==> src/stopg_pkg.sv <==
package stopg_pkg;

    // Font geometry
    localparam int GLYPH_W = 5;
    localparam int GLYPH_H = 7;

    // Stream and configuration port widths
    localparam int S_TDATA_W  = 40;
    localparam int S_TUSER_W  = 2;
    localparam int M_TDATA_W  = 8;
    localparam int CFG_IDX_W  = 3;
    localparam int CFG_DATA_W = 16;

    // Datapath widths
    localparam int DVD_W   = 18;  // widest dividend: column sum before the wrap
    localparam int DVS_W   = 16;  // widest divisor: the scroll cycle length
    localparam int NBITS_W = 5;   // holds a dividend bit count up to DVD_W
    localparam int OFF_W   = 24;  // scroll offset, Q8, below cycle * 256 when a tick writes it
    localparam int CELL_W  = 9;   // (5 + spacing) * scale
    localparam int CNT_W   = 7;   // text_count register

    // Request kinds carried in s_tuser
    typedef enum logic [1:0] {
        REQ_WRITE = 2'd0,
        REQ_TICK  = 2'd1,
        REQ_QUERY = 2'd2,
        REQ_NONE  = 2'd3
    } req_t;

    // Pixel classes returned in m_tdata
    typedef enum logic [1:0] {
        PIX_CLEAR = 2'd0,
        PIX_BAR   = 2'd1,
        PIX_TEXT  = 2'd2
    } pix_class_t;

    // Configuration register indexes
    localparam logic [CFG_IDX_W-1:0] REG_PIXEL_SCALE   = 3'd0;
    localparam logic [CFG_IDX_W-1:0] REG_CHAR_SPACING  = 3'd1;
    localparam logic [CFG_IDX_W-1:0] REG_REPEAT_GAP    = 3'd2;
    localparam logic [CFG_IDX_W-1:0] REG_BAR_ROWS      = 3'd3;
    localparam logic [CFG_IDX_W-1:0] REG_SCREEN_COLS   = 3'd4;
    localparam logic [CFG_IDX_W-1:0] REG_SCREEN_ROWS   = 3'd5;
    localparam logic [CFG_IDX_W-1:0] REG_TEXT_COUNT    = 3'd6;
    localparam logic [CFG_IDX_W-1:0] REG_STEP_PER_TICK = 3'd7;

    // Character codes used by the normalizer
    localparam logic [7:0] CHAR_TAB     = 8'h09;
    localparam logic [7:0] CHAR_LF      = 8'h0A;
    localparam logic [7:0] CHAR_CR      = 8'h0D;
    localparam logic [7:0] CHAR_LOWER_A = 8'h61;
    localparam logic [7:0] CHAR_LOWER_Z = 8'h7A;
    localparam logic [7:0] CASE_OFFSET  = 8'h20;
    localparam logic [6:0] CHAR_SPACE   = 7'h20;

    // Control of one divider run
    typedef struct packed {
        logic               start;
        logic [NBITS_W-1:0] nbits;
    } div_ctl_t;

    // One glyph: row 0 is the top row, bit 4 of a row is the leftmost column.
    typedef logic [0:GLYPH_H-1][GLYPH_W-1:0] glyph_t;

    // Map a raw byte to the stored 7-bit code.
    function automatic logic [6:0] norm_char(input logic [7:0] c);
        logic [7:0] up;
        up = c - CASE_OFFSET;
        if (c[7] || c == CHAR_CR || c == CHAR_LF || c == CHAR_TAB) begin
            return CHAR_SPACE;
        end else if (c >= CHAR_LOWER_A && c <= CHAR_LOWER_Z) begin
            return up[6:0];
        end else begin
            return c[6:0];
        end
    endfunction

    // 5x7 font; codes outside the font get the fallback glyph.
    function automatic glyph_t glyph_lookup(input logic [6:0] code);
        case (code)
            7'h41: return {5'h0E, 5'h11, 5'h11, 5'h1F, 5'h11, 5'h11, 5'h11}; // A
            7'h42: return {5'h1E, 5'h11, 5'h11, 5'h1E, 5'h11, 5'h11, 5'h1E}; // B
            7'h43: return {5'h0E, 5'h11, 5'h10, 5'h10, 5'h10, 5'h11, 5'h0E}; // C
            7'h44: return {5'h1E, 5'h11, 5'h11, 5'h11, 5'h11, 5'h11, 5'h1E}; // D
            7'h45: return {5'h1F, 5'h10, 5'h10, 5'h1E, 5'h10, 5'h10, 5'h1F}; // E
            7'h46: return {5'h1F, 5'h10, 5'h10, 5'h1E, 5'h10, 5'h10, 5'h10}; // F
            7'h47: return {5'h0E, 5'h11, 5'h10, 5'h17, 5'h11, 5'h11, 5'h0E}; // G
            7'h48: return {5'h11, 5'h11, 5'h11, 5'h1F, 5'h11, 5'h11, 5'h11}; // H
            7'h49: return {5'h0E, 5'h04, 5'h04, 5'h04, 5'h04, 5'h04, 5'h0E}; // I
            7'h4A: return {5'h07, 5'h02, 5'h02, 5'h02, 5'h12, 5'h12, 5'h0C}; // J
            7'h4B: return {5'h11, 5'h12, 5'h14, 5'h18, 5'h14, 5'h12, 5'h11}; // K
            7'h4C: return {5'h10, 5'h10, 5'h10, 5'h10, 5'h10, 5'h10, 5'h1F}; // L
            7'h4D: return {5'h11, 5'h1B, 5'h15, 5'h15, 5'h11, 5'h11, 5'h11}; // M
            7'h4E: return {5'h11, 5'h19, 5'h15, 5'h13, 5'h11, 5'h11, 5'h11}; // N
            7'h4F: return {5'h0E, 5'h11, 5'h11, 5'h11, 5'h11, 5'h11, 5'h0E}; // O
            7'h50: return {5'h1E, 5'h11, 5'h11, 5'h1E, 5'h10, 5'h10, 5'h10}; // P
            7'h51: return {5'h0E, 5'h11, 5'h11, 5'h11, 5'h15, 5'h12, 5'h0D}; // Q
            7'h52: return {5'h1E, 5'h11, 5'h11, 5'h1E, 5'h14, 5'h12, 5'h11}; // R
            7'h53: return {5'h0F, 5'h10, 5'h10, 5'h0E, 5'h01, 5'h01, 5'h1E}; // S
            7'h54: return {5'h1F, 5'h04, 5'h04, 5'h04, 5'h04, 5'h04, 5'h04}; // T
            7'h55: return {5'h11, 5'h11, 5'h11, 5'h11, 5'h11, 5'h11, 5'h0E}; // U
            7'h56: return {5'h11, 5'h11, 5'h11, 5'h11, 5'h11, 5'h0A, 5'h04}; // V
            7'h57: return {5'h11, 5'h11, 5'h11, 5'h15, 5'h15, 5'h1B, 5'h11}; // W
            7'h58: return {5'h11, 5'h0A, 5'h04, 5'h04, 5'h04, 5'h0A, 5'h11}; // X
            7'h59: return {5'h11, 5'h0A, 5'h04, 5'h04, 5'h04, 5'h04, 5'h04}; // Y
            7'h5A: return {5'h1F, 5'h02, 5'h04, 5'h04, 5'h08, 5'h10, 5'h1F}; // Z
            7'h30: return {5'h0E, 5'h13, 5'h15, 5'h15, 5'h19, 5'h11, 5'h0E}; // 0
            7'h31: return {5'h04, 5'h0C, 5'h04, 5'h04, 5'h04, 5'h04, 5'h0E}; // 1
            7'h32: return {5'h0E, 5'h11, 5'h01, 5'h02, 5'h04, 5'h08, 5'h1F}; // 2
            7'h33: return {5'h1E, 5'h01, 5'h01, 5'h0E, 5'h01, 5'h01, 5'h1E}; // 3
            7'h34: return {5'h02, 5'h06, 5'h0A, 5'h12, 5'h1F, 5'h02, 5'h02}; // 4
            7'h35: return {5'h1F, 5'h10, 5'h10, 5'h1E, 5'h01, 5'h01, 5'h1E}; // 5
            7'h36: return {5'h0E, 5'h10, 5'h10, 5'h1E, 5'h11, 5'h11, 5'h0E}; // 6
            7'h37: return {5'h1F, 5'h01, 5'h02, 5'h04, 5'h08, 5'h08, 5'h08}; // 7
            7'h38: return {5'h0E, 5'h11, 5'h11, 5'h0E, 5'h11, 5'h11, 5'h0E}; // 8
            7'h39: return {5'h0E, 5'h11, 5'h11, 5'h0F, 5'h01, 5'h01, 5'h0E}; // 9
            7'h2E: return {5'h00, 5'h00, 5'h00, 5'h00, 5'h00, 5'h04, 5'h04}; // period
            7'h2C: return {5'h00, 5'h00, 5'h00, 5'h00, 5'h00, 5'h04, 5'h08}; // comma
            7'h21: return {5'h04, 5'h04, 5'h04, 5'h04, 5'h04, 5'h00, 5'h04}; // exclamation
            7'h3F: return {5'h0E, 5'h11, 5'h01, 5'h02, 5'h04, 5'h00, 5'h04}; // question
            7'h2D: return {5'h00, 5'h00, 5'h00, 5'h1F, 5'h00, 5'h00, 5'h00}; // minus
            7'h3A: return {5'h00, 5'h04, 5'h04, 5'h00, 5'h04, 5'h04, 5'h00}; // colon
            7'h3B: return {5'h00, 5'h04, 5'h04, 5'h00, 5'h04, 5'h08, 5'h00}; // semicolon
            7'h2F: return {5'h01, 5'h02, 5'h04, 5'h04, 5'h08, 5'h10, 5'h00}; // slash
            7'h28: return {5'h02, 5'h04, 5'h08, 5'h08, 5'h08, 5'h04, 5'h02}; // open paren
            7'h29: return {5'h08, 5'h04, 5'h02, 5'h02, 5'h02, 5'h04, 5'h08}; // close paren
            7'h27: return {5'h04, 5'h04, 5'h02, 5'h00, 5'h00, 5'h00, 5'h00}; // apostrophe
            7'h22: return {5'h0A, 5'h0A, 5'h04, 5'h00, 5'h00, 5'h00, 5'h00}; // double quote
            7'h26: return {5'h0C, 5'h12, 5'h14, 5'h08, 5'h15, 5'h12, 5'h0D}; // ampersand
            7'h2B: return {5'h00, 5'h04, 5'h04, 5'h1F, 5'h04, 5'h04, 5'h00}; // plus
            7'h3D: return {5'h00, 5'h1F, 5'h00, 5'h1F, 5'h00, 5'h00, 5'h00}; // equals
            7'h5F: return {5'h00, 5'h00, 5'h00, 5'h00, 5'h00, 5'h00, 5'h1F}; // underscore
            7'h25: return {5'h19, 5'h1A, 5'h02, 5'h04, 5'h08, 5'h16, 5'h13}; // percent
            7'h23: return {5'h0A, 5'h1F, 5'h0A, 5'h0A, 5'h1F, 5'h0A, 5'h0A}; // hash
            7'h40: return {5'h0E, 5'h11, 5'h17, 5'h15, 5'h17, 5'h10, 5'h0E}; // at sign
            default: return {5'h1F, 5'h11, 5'h02, 5'h04, 5'h04, 5'h00, 5'h04};
        endcase
    endfunction

endpackage

==> src/stopg_div.sv <==
// Restoring divider: one quotient bit per cycle, nbits quotient bits per run.
// The run consumes the low nbits of the dividend, most significant first.
module stopg_div
    import stopg_pkg::*;
(
    input  logic             aclk,
    input  logic             aresetn,
    input  div_ctl_t         ctl,
    input  logic [DVD_W-1:0] dividend,
    input  logic [DVS_W-1:0] divisor,
    output logic             done,
    output logic [DVD_W-1:0] quotient,
    output logic [DVS_W-1:0] remainder
);

    logic               busy_reg;
    logic               done_reg;
    logic [NBITS_W-1:0] cnt_reg;
    logic [DVD_W-1:0]   dvd_reg;
    logic [DVS_W-1:0]   dvs_reg;
    logic [DVD_W-1:0]   quo_reg;
    logic [DVS_W-1:0]   rem_reg;

    logic [DVS_W:0]     rem_sh;
    logic [DVS_W:0]     rem_sub;
    logic               fits;

    // Shift in the next dividend bit and try a subtract.
    always_comb begin
        rem_sh  = {rem_reg, dvd_reg[cnt_reg]};
        rem_sub = rem_sh - {1'b0, dvs_reg};
        fits    = rem_sh >= {1'b0, dvs_reg};
    end

    // Run control.
    always_ff @(posedge aclk) begin
        if (!aresetn) begin
            busy_reg <= 1'b0;
            done_reg <= 1'b0;
        end else begin
            done_reg <= 1'b0;
            if (ctl.start) begin
                busy_reg <= 1'b1;
            end else if (busy_reg && cnt_reg == '0) begin
                busy_reg <= 1'b0;
                done_reg <= 1'b1;
            end
        end
    end

    // Operand and partial result registers.
    always_ff @(posedge aclk) begin
        if (ctl.start) begin
            dvd_reg <= dividend;
            dvs_reg <= divisor;
            cnt_reg <= ctl.nbits - 1'b1;
            quo_reg <= '0;
            rem_reg <= '0;
        end else if (busy_reg) begin
            rem_reg <= fits ? rem_sub[DVS_W-1:0] : rem_sh[DVS_W-1:0];
            quo_reg <= {quo_reg[DVD_W-2:0], fits};
            cnt_reg <= cnt_reg - 1'b1;
        end
    end

    assign done      = done_reg;
    assign quotient  = quo_reg;
    assign remainder = rem_reg;

endmodule

==> config.mk <==
export PLATFORM = sky130hd
export DESIGN_NAME = stopg_div
export DESIGN_NICKNAME = d
export VERILOG_FILES = /design/src/stopg_pkg.sv /design/src/stopg_div.sv
export SDC_FILE = /design/constraint.sdc
export NUM_CORES = 1
export LEC_CHECK = 0
export BUFFER_PORTS_ARGS = -buffer_cell sky130_fd_sc_hd__buf_2
export CAP_MARGIN = 10
export CORE_MARGIN = 2
export CORE_UTILIZATION = 25
export CTS_BUF_LIST = sky130_fd_sc_hd__clkbuf_2 sky130_fd_sc_hd__clkbuf_4 sky130_fd_sc_hd__clkbuf_8
export DETAILED_ROUTE_END_ITERATION = 10
export HOLD_SLACK_MARGIN = 0.1
export MAX_ROUTING_LAYER = met4
export SLEW_MARGIN = 20
export SYNTH_ARGS = -nofsm -noshare
export SYNTH_HDL_FRONTEND = slang
export SYNTH_SLANG_ARGS = --single-unit
==> constraint.sdc <==
create_clock -name aclk -period 6.85 [get_ports aclk]
set_input_delay 0.3425 -clock aclk [delete_from_list [all_inputs] [get_ports aclk]]
set_output_delay 0.3425 -clock aclk [all_outputs]
set_load 0.005 [all_outputs]
==> impl_metrics.csv, run 1 <==
group,metric,value,unit
run_status,status,"complete, no violations",
power_and_ir_drop,powerDensity,236,nW/um^2
yosys,synthArstFlopShare,0,
timing,setup_viol,0,
worst_setup_path,crit_fanout,6,
cts,htreeDepth,3,
placement,dp_cells,602,
yosys,ys_seq_area_frac,0.495,
yosys,synth_edf_count,39,
die,dieArea,16300,sq um
die,design.core.area,15100,sq um
grt,grt_pass1_wl,14400,microns
timing,tns,0,ns
yosys,syn_area,3820,sq um
yosys,ys.flop_type,"edfxtp_1",
routing,vias,2914,
yosys,yosys.cell_count.top_type,"edfxtp_1",
cts,cts_buffer_depth,2,
placement,portBuffers,76,
timing,clock-skew-final,0.0121,ns
flow_run,maxCapViolCount,0,
yosys,synth_area_leaders,"edfxtp_1 (31%), dfxtp_1 (19%), mux2i_1 (7.3%)",
timing,tightest_slew,1.02,ns
die,pin_count,77,
min_path,min_path_type,"input pin to flip-flop",
grt,overflow,0,
timing,fin_crit_sh,0.499,
timing,post-route-min-period,3.42,ns
power_and_ir_drop,total_power,1.08,mW
die,die_x,128,microns
timing,report.final.slew_viol_count,0,
worst_setup_path,crit_required,7.10,ns
routing,firstDrtPassIters,5,
yosys,synth_commonest_cells,"edfxtp_1 (39), nor2_1 (37), dfxtp_1 (36), mux2i_1 (28), inv_1 (23)",
final_layout,area_growth,19.3,%
placement,dp_hpwl,6360,microns
worst_setup_path,start_kind,"flip-flop",
yosys,yosys.cell_types.count,58,
cts,cts_sinks,75,
yosys,syn_avg_cell_area,10.9,sq um
cts,cts_inserted_buffers,9,
routing,ant_nets,0,
cts,clkTransAtPathRegs,0.08,ns
cts,post_cts_buffers,0,
die,die_h,128,microns
final_layout,drive_gt1_frac,0.253,
worst_setup_path,arrival,3.66,ns
routing,drtIter0Drc,141,
final_layout,nets,485,
routing,drc,0,
grt,grt_max_degree,73,
grt,grt_usage,0.116,
yosys,synth-seq-cells,75,
yosys,ys_warn_count,0,
timing,hold_violations,0,
timing,slew_headroom,0.320,
cts,tritoncts,"done",
power_and_ir_drop,p_comb_frac,0.186,
cts,cts-root-buf,"clkbuf_8",
cts,cts_resized,0,
yosys,synth_top_area_frac,0.307,
timing,max_freq,293,MHz
final_layout,layout.cells.non_filler,619,
grt,grt_pass1_vias,2924,
power_and_ir_drop,p_int,775,uW
timing,rsz0062_at_grt,"no",
power_and_ir_drop,pwr-share-clk,0.316,
die,start_util,0.253,
yosys,syn_inst,350,
grt,antenna_found_initial,1,
power_and_ir_drop,seq_power_share,0.498,
power_and_ir_drop,ir_drop,0.146,mV
power_and_ir_drop,p_sw_frac,0.279,
power_and_ir_drop,p_sw,300,uW
worst_setup_path,cp-end-kind,"flip-flop",
cts,ctsHoldBuffers,0,
routing,routed_wl,8770,microns
power_and_ir_drop,leakagePower,1.90,nW
yosys,synth_fp_nets,410,
worst_setup_path,criticalPathCategory,"flip-flop to flip-flop",
routing,avgViaCountPerCell,4.71,
yosys,yosysTopAreaCell,"edfxtp_1",
cts,clk_latency,0.36,ns
routing,wl_per_cell,14.2,microns
die,row_count,45,
placement,place.gp.congestion,0.812,
area by class of cell:
cell class	instances	area (sq um)
Multi-Input combinational cell	239	1760
Clock buffer	11	139
Tap cell	188	235
Inverter	23	86.3
Antenna cell	1	2.50
Clock inverter	5	55.1
Timing Repair Buffer	77	388
Sequential cell	75	1890
Fill cell	1587	10500
cells by family after synthesis:
logic type / Yosys count / synth area share
AO/OA/AOI/OAI: 78 / 0.151
XOR/XNOR: 8 / 0.0183
adder cells (fa/ha/maj): 18 / 0.0609
buffers and inverters: 36 / 0.0449
flip-flops: 75 / 0.495
multiplexers: 32 / 0.0970
AND/OR/NAND/NOR: 103 / 0.132
cells in the final DEF (no fill, tap or decap), drive strengths merged, types with 4 or more instances in the layout:
master and instances:
nand2 22, mux4 4, dfxtp 36, nor2b 5
or3 4, edfxtp 39, mux2i 28, ha 17
a311oi 8, a21oi 15, nor3 10, buf 77
nor2 37, o21ai 15, clkbuf 11, a21o 8
xor2 5, nand3 6, o21a 7, inv 23
metal layers:
metal / vias to the layer above / global-route usage / wire length (microns)
li1: 1450 / - / -
met1: 1378 / 0.136 / 3890
met2: 79 / 0.188 / 4210
met3: 7 / 0.0440 / 577
met4: 0 / 0.0310 / 89
met5: - / - / 0
worst max-delay path, stage by stage, from the launching register on:
cell and delay [ns]:
edfxtp_1 0.51, mux4_2 0.54, mux2i_1 0.16, mux2i_1 0.10, a21oi_1 0.22, ha_1 0.21
fa_1 0.21, nor2b_1 0.08, o31a_1 0.29, o32a_1 0.38, a221oi_1 0.34, xor2_1 0.18
o21ai_1 0.08
stage by stage:
step	worst slack, ns	util	hold WS [ns]	instance area [sq um]
2_1_floorplan	3.62	-	0.441	3820
3_3_place_gp	3.48	0.289	0.471	4360
3_5_place_dp	3.41	0.289	0.508	4360
4_1_cts	3.38	0.302	0.114	4550
5_1_grt	3.12	0.302	0.114	4560
6_report	3.43	0.302	0.149	4560
final timing paths:
path | end | cells after the start | slack [ns] | start
setup reg to reg | remainder[12]$_SDFFE_PP0P_ | 12 | 3.43 | cnt_reg[1]$_DFFE_PP_
setup / recovery | remainder[12]$_SDFFE_PP0P_ | 12 | 3.43 | cnt_reg[1]$_DFFE_PP_
hold / removal | dvs_reg[3]$_DFFE_PP_ | 1 | 0.15 | divisor[3]
hold reg to reg | remainder[4]$_SDFFE_PP0P_ | 2 | 0.52 | remainder[3]$_SDFFE_PP0P_
power groups by stage:
stage,Sequential [mW],Clock (mW),Combinational [mW]
after global routing,0.541,0.375,0.225
after CTS,0.536,0.357,0.202
after global placement,0.546,0,0.197
final,0.535,0.340,0.201
after detailed placement,0.546,0,0.201
after floorplan,0.532,0,0.156
Power figures use the tool's default switching activity.
==> run 2: changes to the inputs <==
--- a/config.mk
+++ b/config.mk
@@ -5,6 +5,7 @@
 export SDC_FILE = /design/constraint.sdc
 export NUM_CORES = 1
 export LEC_CHECK = 0
+export ABC_AREA = 1
 export BUFFER_PORTS_ARGS = -buffer_cell sky130_fd_sc_hd__buf_2
 export CAP_MARGIN = 10
 export CORE_MARGIN = 2
==> constraint.sdc (replaced) <==
create_clock -name aclk -period 3 [get_ports aclk]
set_input_delay 0.15 -clock aclk [delete_from_list [all_inputs] [get_ports aclk]]
set_output_delay 0.15 -clock aclk [all_outputs]
set_load 0.005 [all_outputs]
==> impl_metrics.csv, run 2 <==
group,metric,value,unit
final_layout,final_area,5180,sq um
timing,rsz0062_at_grt,"no",
die,row_count,45,
worst_setup_path,reg2reg_setup_slack,0.36,ns
final_layout,area_growth,31.1,%
cts,clk_latency,0.38,ns
cts,cts_sinks,75,
cts,htreeDepth,3,
min_path,min_path_type,"input pin to flip-flop",
cts,cts_inserted_buffers,9,
cts,cts-root-buf,"clkbuf_8",
placement,dpl-instance-area,4580,sq um
flow_run,maxCapViolCount,0,
power_and_ir_drop,leakagePower,2.47,nW
worst_setup_path,cp-end-kind,"flip-flop",
final_layout,layout.cells.non_filler,808,
timing,max_freq,378,MHz
timing,post-route-min-period,2.64,ns
timing,clock-skew-final,0.0152,ns
timing,fin_hold_ws,0.189,ns
yosys,ys.flop_type,"edfxtp_1",
worst_setup_path,critPathBufInv,2,
worst_setup_path,criticalPathCategory,"flip-flop to flip-flop",
yosys,synth_fp_nets,531,
placement,dp_cells,757,
timing,fin_crit_sh,0.881,
min_path,min_from,"ctl[0]",
grt,grt_usage,0.121,
yosys,synth_edf_count,39,
min_path,min_to,"cnt_reg[0]$_DFFE_PP_",
worst_setup_path,critical-path-max-stage-delay,0.41,ns
yosys,synth_commonest_cells,"nand2_1 (140), inv_1 (72), nand3_1 (41), edfxtp_1 (39), dfxtp_1 (36)",
power_and_ir_drop,p_sw,639,uW
yosys,syn_area,3950,sq um
yosys,synth-seq-cells,75,
power_and_ir_drop,pwr-share-clk,0.398,
final_layout,nets,652,
yosys,ys_seq_area_frac,0.479,
cts,tritoncts,"done",
placement,place_ws,0.239,ns
run_status,status,"complete, no violations",
power_and_ir_drop,seq_power_share,0.470,
die,die_x,130,microns
grt,antenna_found_initial,0,
placement,portBuffers,76,
die,design.core.area,15300,sq um
routing,routed_wl,9630,microns
routing,firstDrtPassIters,4,
final_layout,fillers,1642,
die,start_util,0.258,
yosys,ys_warn_count,0,
worst_setup_path,cp_slowest_cell,"fa_1",
yosys,synthArstFlopShare,0,
timing,slew_headroom,0.686,
grt,grt_max_degree,24,
power_and_ir_drop,p_int,1.84,mW
grt,grt_pass1_vias,3144,
routing,ant_nets,0,
timing,hold_violations,0,
timing,fin_ws,0.358,ns
power_and_ir_drop,total_power,2.47,mW
power_and_ir_drop,ir_drop,0.244,mV
placement,dp_hpwl,7210,microns
routing,drc,0,
grt,overflow,0,
min_path,min_path_cells,2,
yosys,syn_avg_cell_area,8.38,sq um
worst_setup_path,reg2reg_to,"remainder[10]$_SDFFE_PP0P_",
yosys,yosysTopAreaCell,"edfxtp_1",
final_layout,final_cell_mix,"nand2_1 (140), buf_2 (76), inv_1 (72)",
worst_setup_path,crit_required,3.28,ns
final_layout,drive_gt1_frac,0.231,
die,pin_count,77,
die,dieArea,16800,sq um
power_and_ir_drop,p_sw_frac,0.258,
timing,tns,0,ns
yosys,yosys.cell_count.top_type,"nand2_1",
cts,cts_buffer_depth,2,
routing,vias,3323,
power_and_ir_drop,p_comb_frac,0.132,
yosys,syn_inst,471,
worst_setup_path,start_kind,"flip-flop",
routing,avgViaCountPerCell,4.11,
timing,setup_viol,0,
worst_setup_path,crit_fanout,10,
worst_setup_path,crit-reg2reg-launch,"cnt_reg[0]$_DFFE_PP_",
worst_setup_path,crit_top_cell,"nand2_1",
final_layout,n_antenna_cell,0,
final_layout,layout_commonest_cell,"nand2_1",
worst_setup_path,critPathTopFamily,"simple AND/OR/NAND/NOR gates",
routing,drtIter0Drc,177,
final_layout,utilization,0.338,
timing,tightest_slew,0.471,ns
yosys,yosys.cell_types.count,36,
routing,wl_per_cell,11.9,microns
worst_setup_path,arrival,2.93,ns
placement,place.gp.congestion,0.899,
yosys,synth_area_leaders,"edfxtp_1 (30%), dfxtp_1 (18%), nand2_1 (13%)",
worst_setup_path,ff2ff_path_depth,22,
yosys,synth_top_area_frac,0.297,
timing,report.final.slew_viol_count,0,
grt,grt_pass1_wl,15200,microns
die,die_h,130,microns
cts,clkTransAtPathRegs,0.09,ns
power_and_ir_drop,powerDensity,478,nW/um^2
worst_setup_path,path_cells,"clkinv_1 -> nand2_1 -> nand3_1 -> nand3_1 -> nand2_1 -> nand2_1 -> nand2_1 -> nand2_1 -> nand2_1 -> inv_1 -> ha_1 -> fa_1 -> o21ai_2 -> nand2_1 -> nand2_1 -> nand2_1 -> nand2_1 -> nand2_1 -> nand2_1 -> nand2_1 -> nand3_1 -> nand2_1",
run 2: changes by cell type after synthesis, moves of 6 or more:
cell	before	now
a311oi_1	8	0
nand2_2	0	16
inv_1	23	72
o22ai_1	0	16
nor3_1	10	1
nor2_1	37	15
o21a_1	6	0
clkbuf_1	7	0
nand3_1	5	41
mux2i_1	28	1
nand2_1	22	140
run 2: cell families (layout without fill, tap and decap cells):
group	after synthesis	in the layout	share of synthesized area
buffers and inverters	89	215	0.0951
AOI/OAI and AO/OA	43	43	0.0653
muxes	1	1	0.00253
adders and majority gates	18	18	0.0589
xor gates and xnor gates	11	11	0.0244
and+or+nand+nor	234	234	0.275
DFF	75	75	0.479
run 2: worst max path at each step:
stage | slack, ns | cells after the start | from | endpoint
after detailed placement | 0.24 | 22 | cnt_reg[0]$_DFFE_PP_ | remainder[10]$_SDFFE_PP0P_
after global routing | 0.004 | 22 | cnt_reg[0]$_DFFE_PP_ | remainder[10]$_SDFFE_PP0P_
after CTS | 0.23 | 22 | cnt_reg[0]$_DFFE_PP_ | remainder[10]$_SDFFE_PP0P_
final | 0.36 | 22 | cnt_reg[0]$_DFFE_PP_ | remainder[10]$_SDFFE_PP0P_
after global placement | 0.28 | 22 | cnt_reg[0]$_DFFE_PP_ | remainder[10]$_SDFFE_PP0P_
after floorplan | 0.56 | 22 | cnt_reg[0]$_DFFE_PP_ | remainder[10]$_SDFFE_PP0P_
run 2: layer usage:
metal  wire [microns]  up-vias  GRT usage
met5                0        -          -
met4              156        0     0.0582
met3              415       14     0.0281
met2             4690       77      0.199
met1             4360     1469      0.141
li1                 -     1763          -
run 2: layout make-up:
type / count / area (sq um) / share of cell area
Sequential cell: 75 / 1890 / 0.365
Clock buffer: 9 / 124 / 0.0239
Inverter: 81 / 305 / 0.0590
Timing Repair Buffer: 118 / 783 / 0.151
Tap cell: 211 / 264 / 0.0510
Multi-Input combinational cell: 307 / 1690 / 0.326
Clock inverter: 7 / 124 / 0.0239
run 2: power by group through the flow:
stage | combinational, mW | clock (mW) | sequential [mW]
after floorplan | 0.201 | 0 | 1.18
after global placement | 0.292 | 0 | 1.19
after detailed placement | 0.293 | 0 | 1.19
after CTS | 0.329 | 1.02 | 1.16
after global routing | 0.370 | 1.06 | 1.17
final | 0.327 | 0.986 | 1.16
run 2: what timing repair did:
action,in CTS,in global routing
setup buffers,0,0
endpoints found under the hold margin,36,0
gates resized for setup,0,1
setup endpoints to repair,0,4
hold buffers,35,0
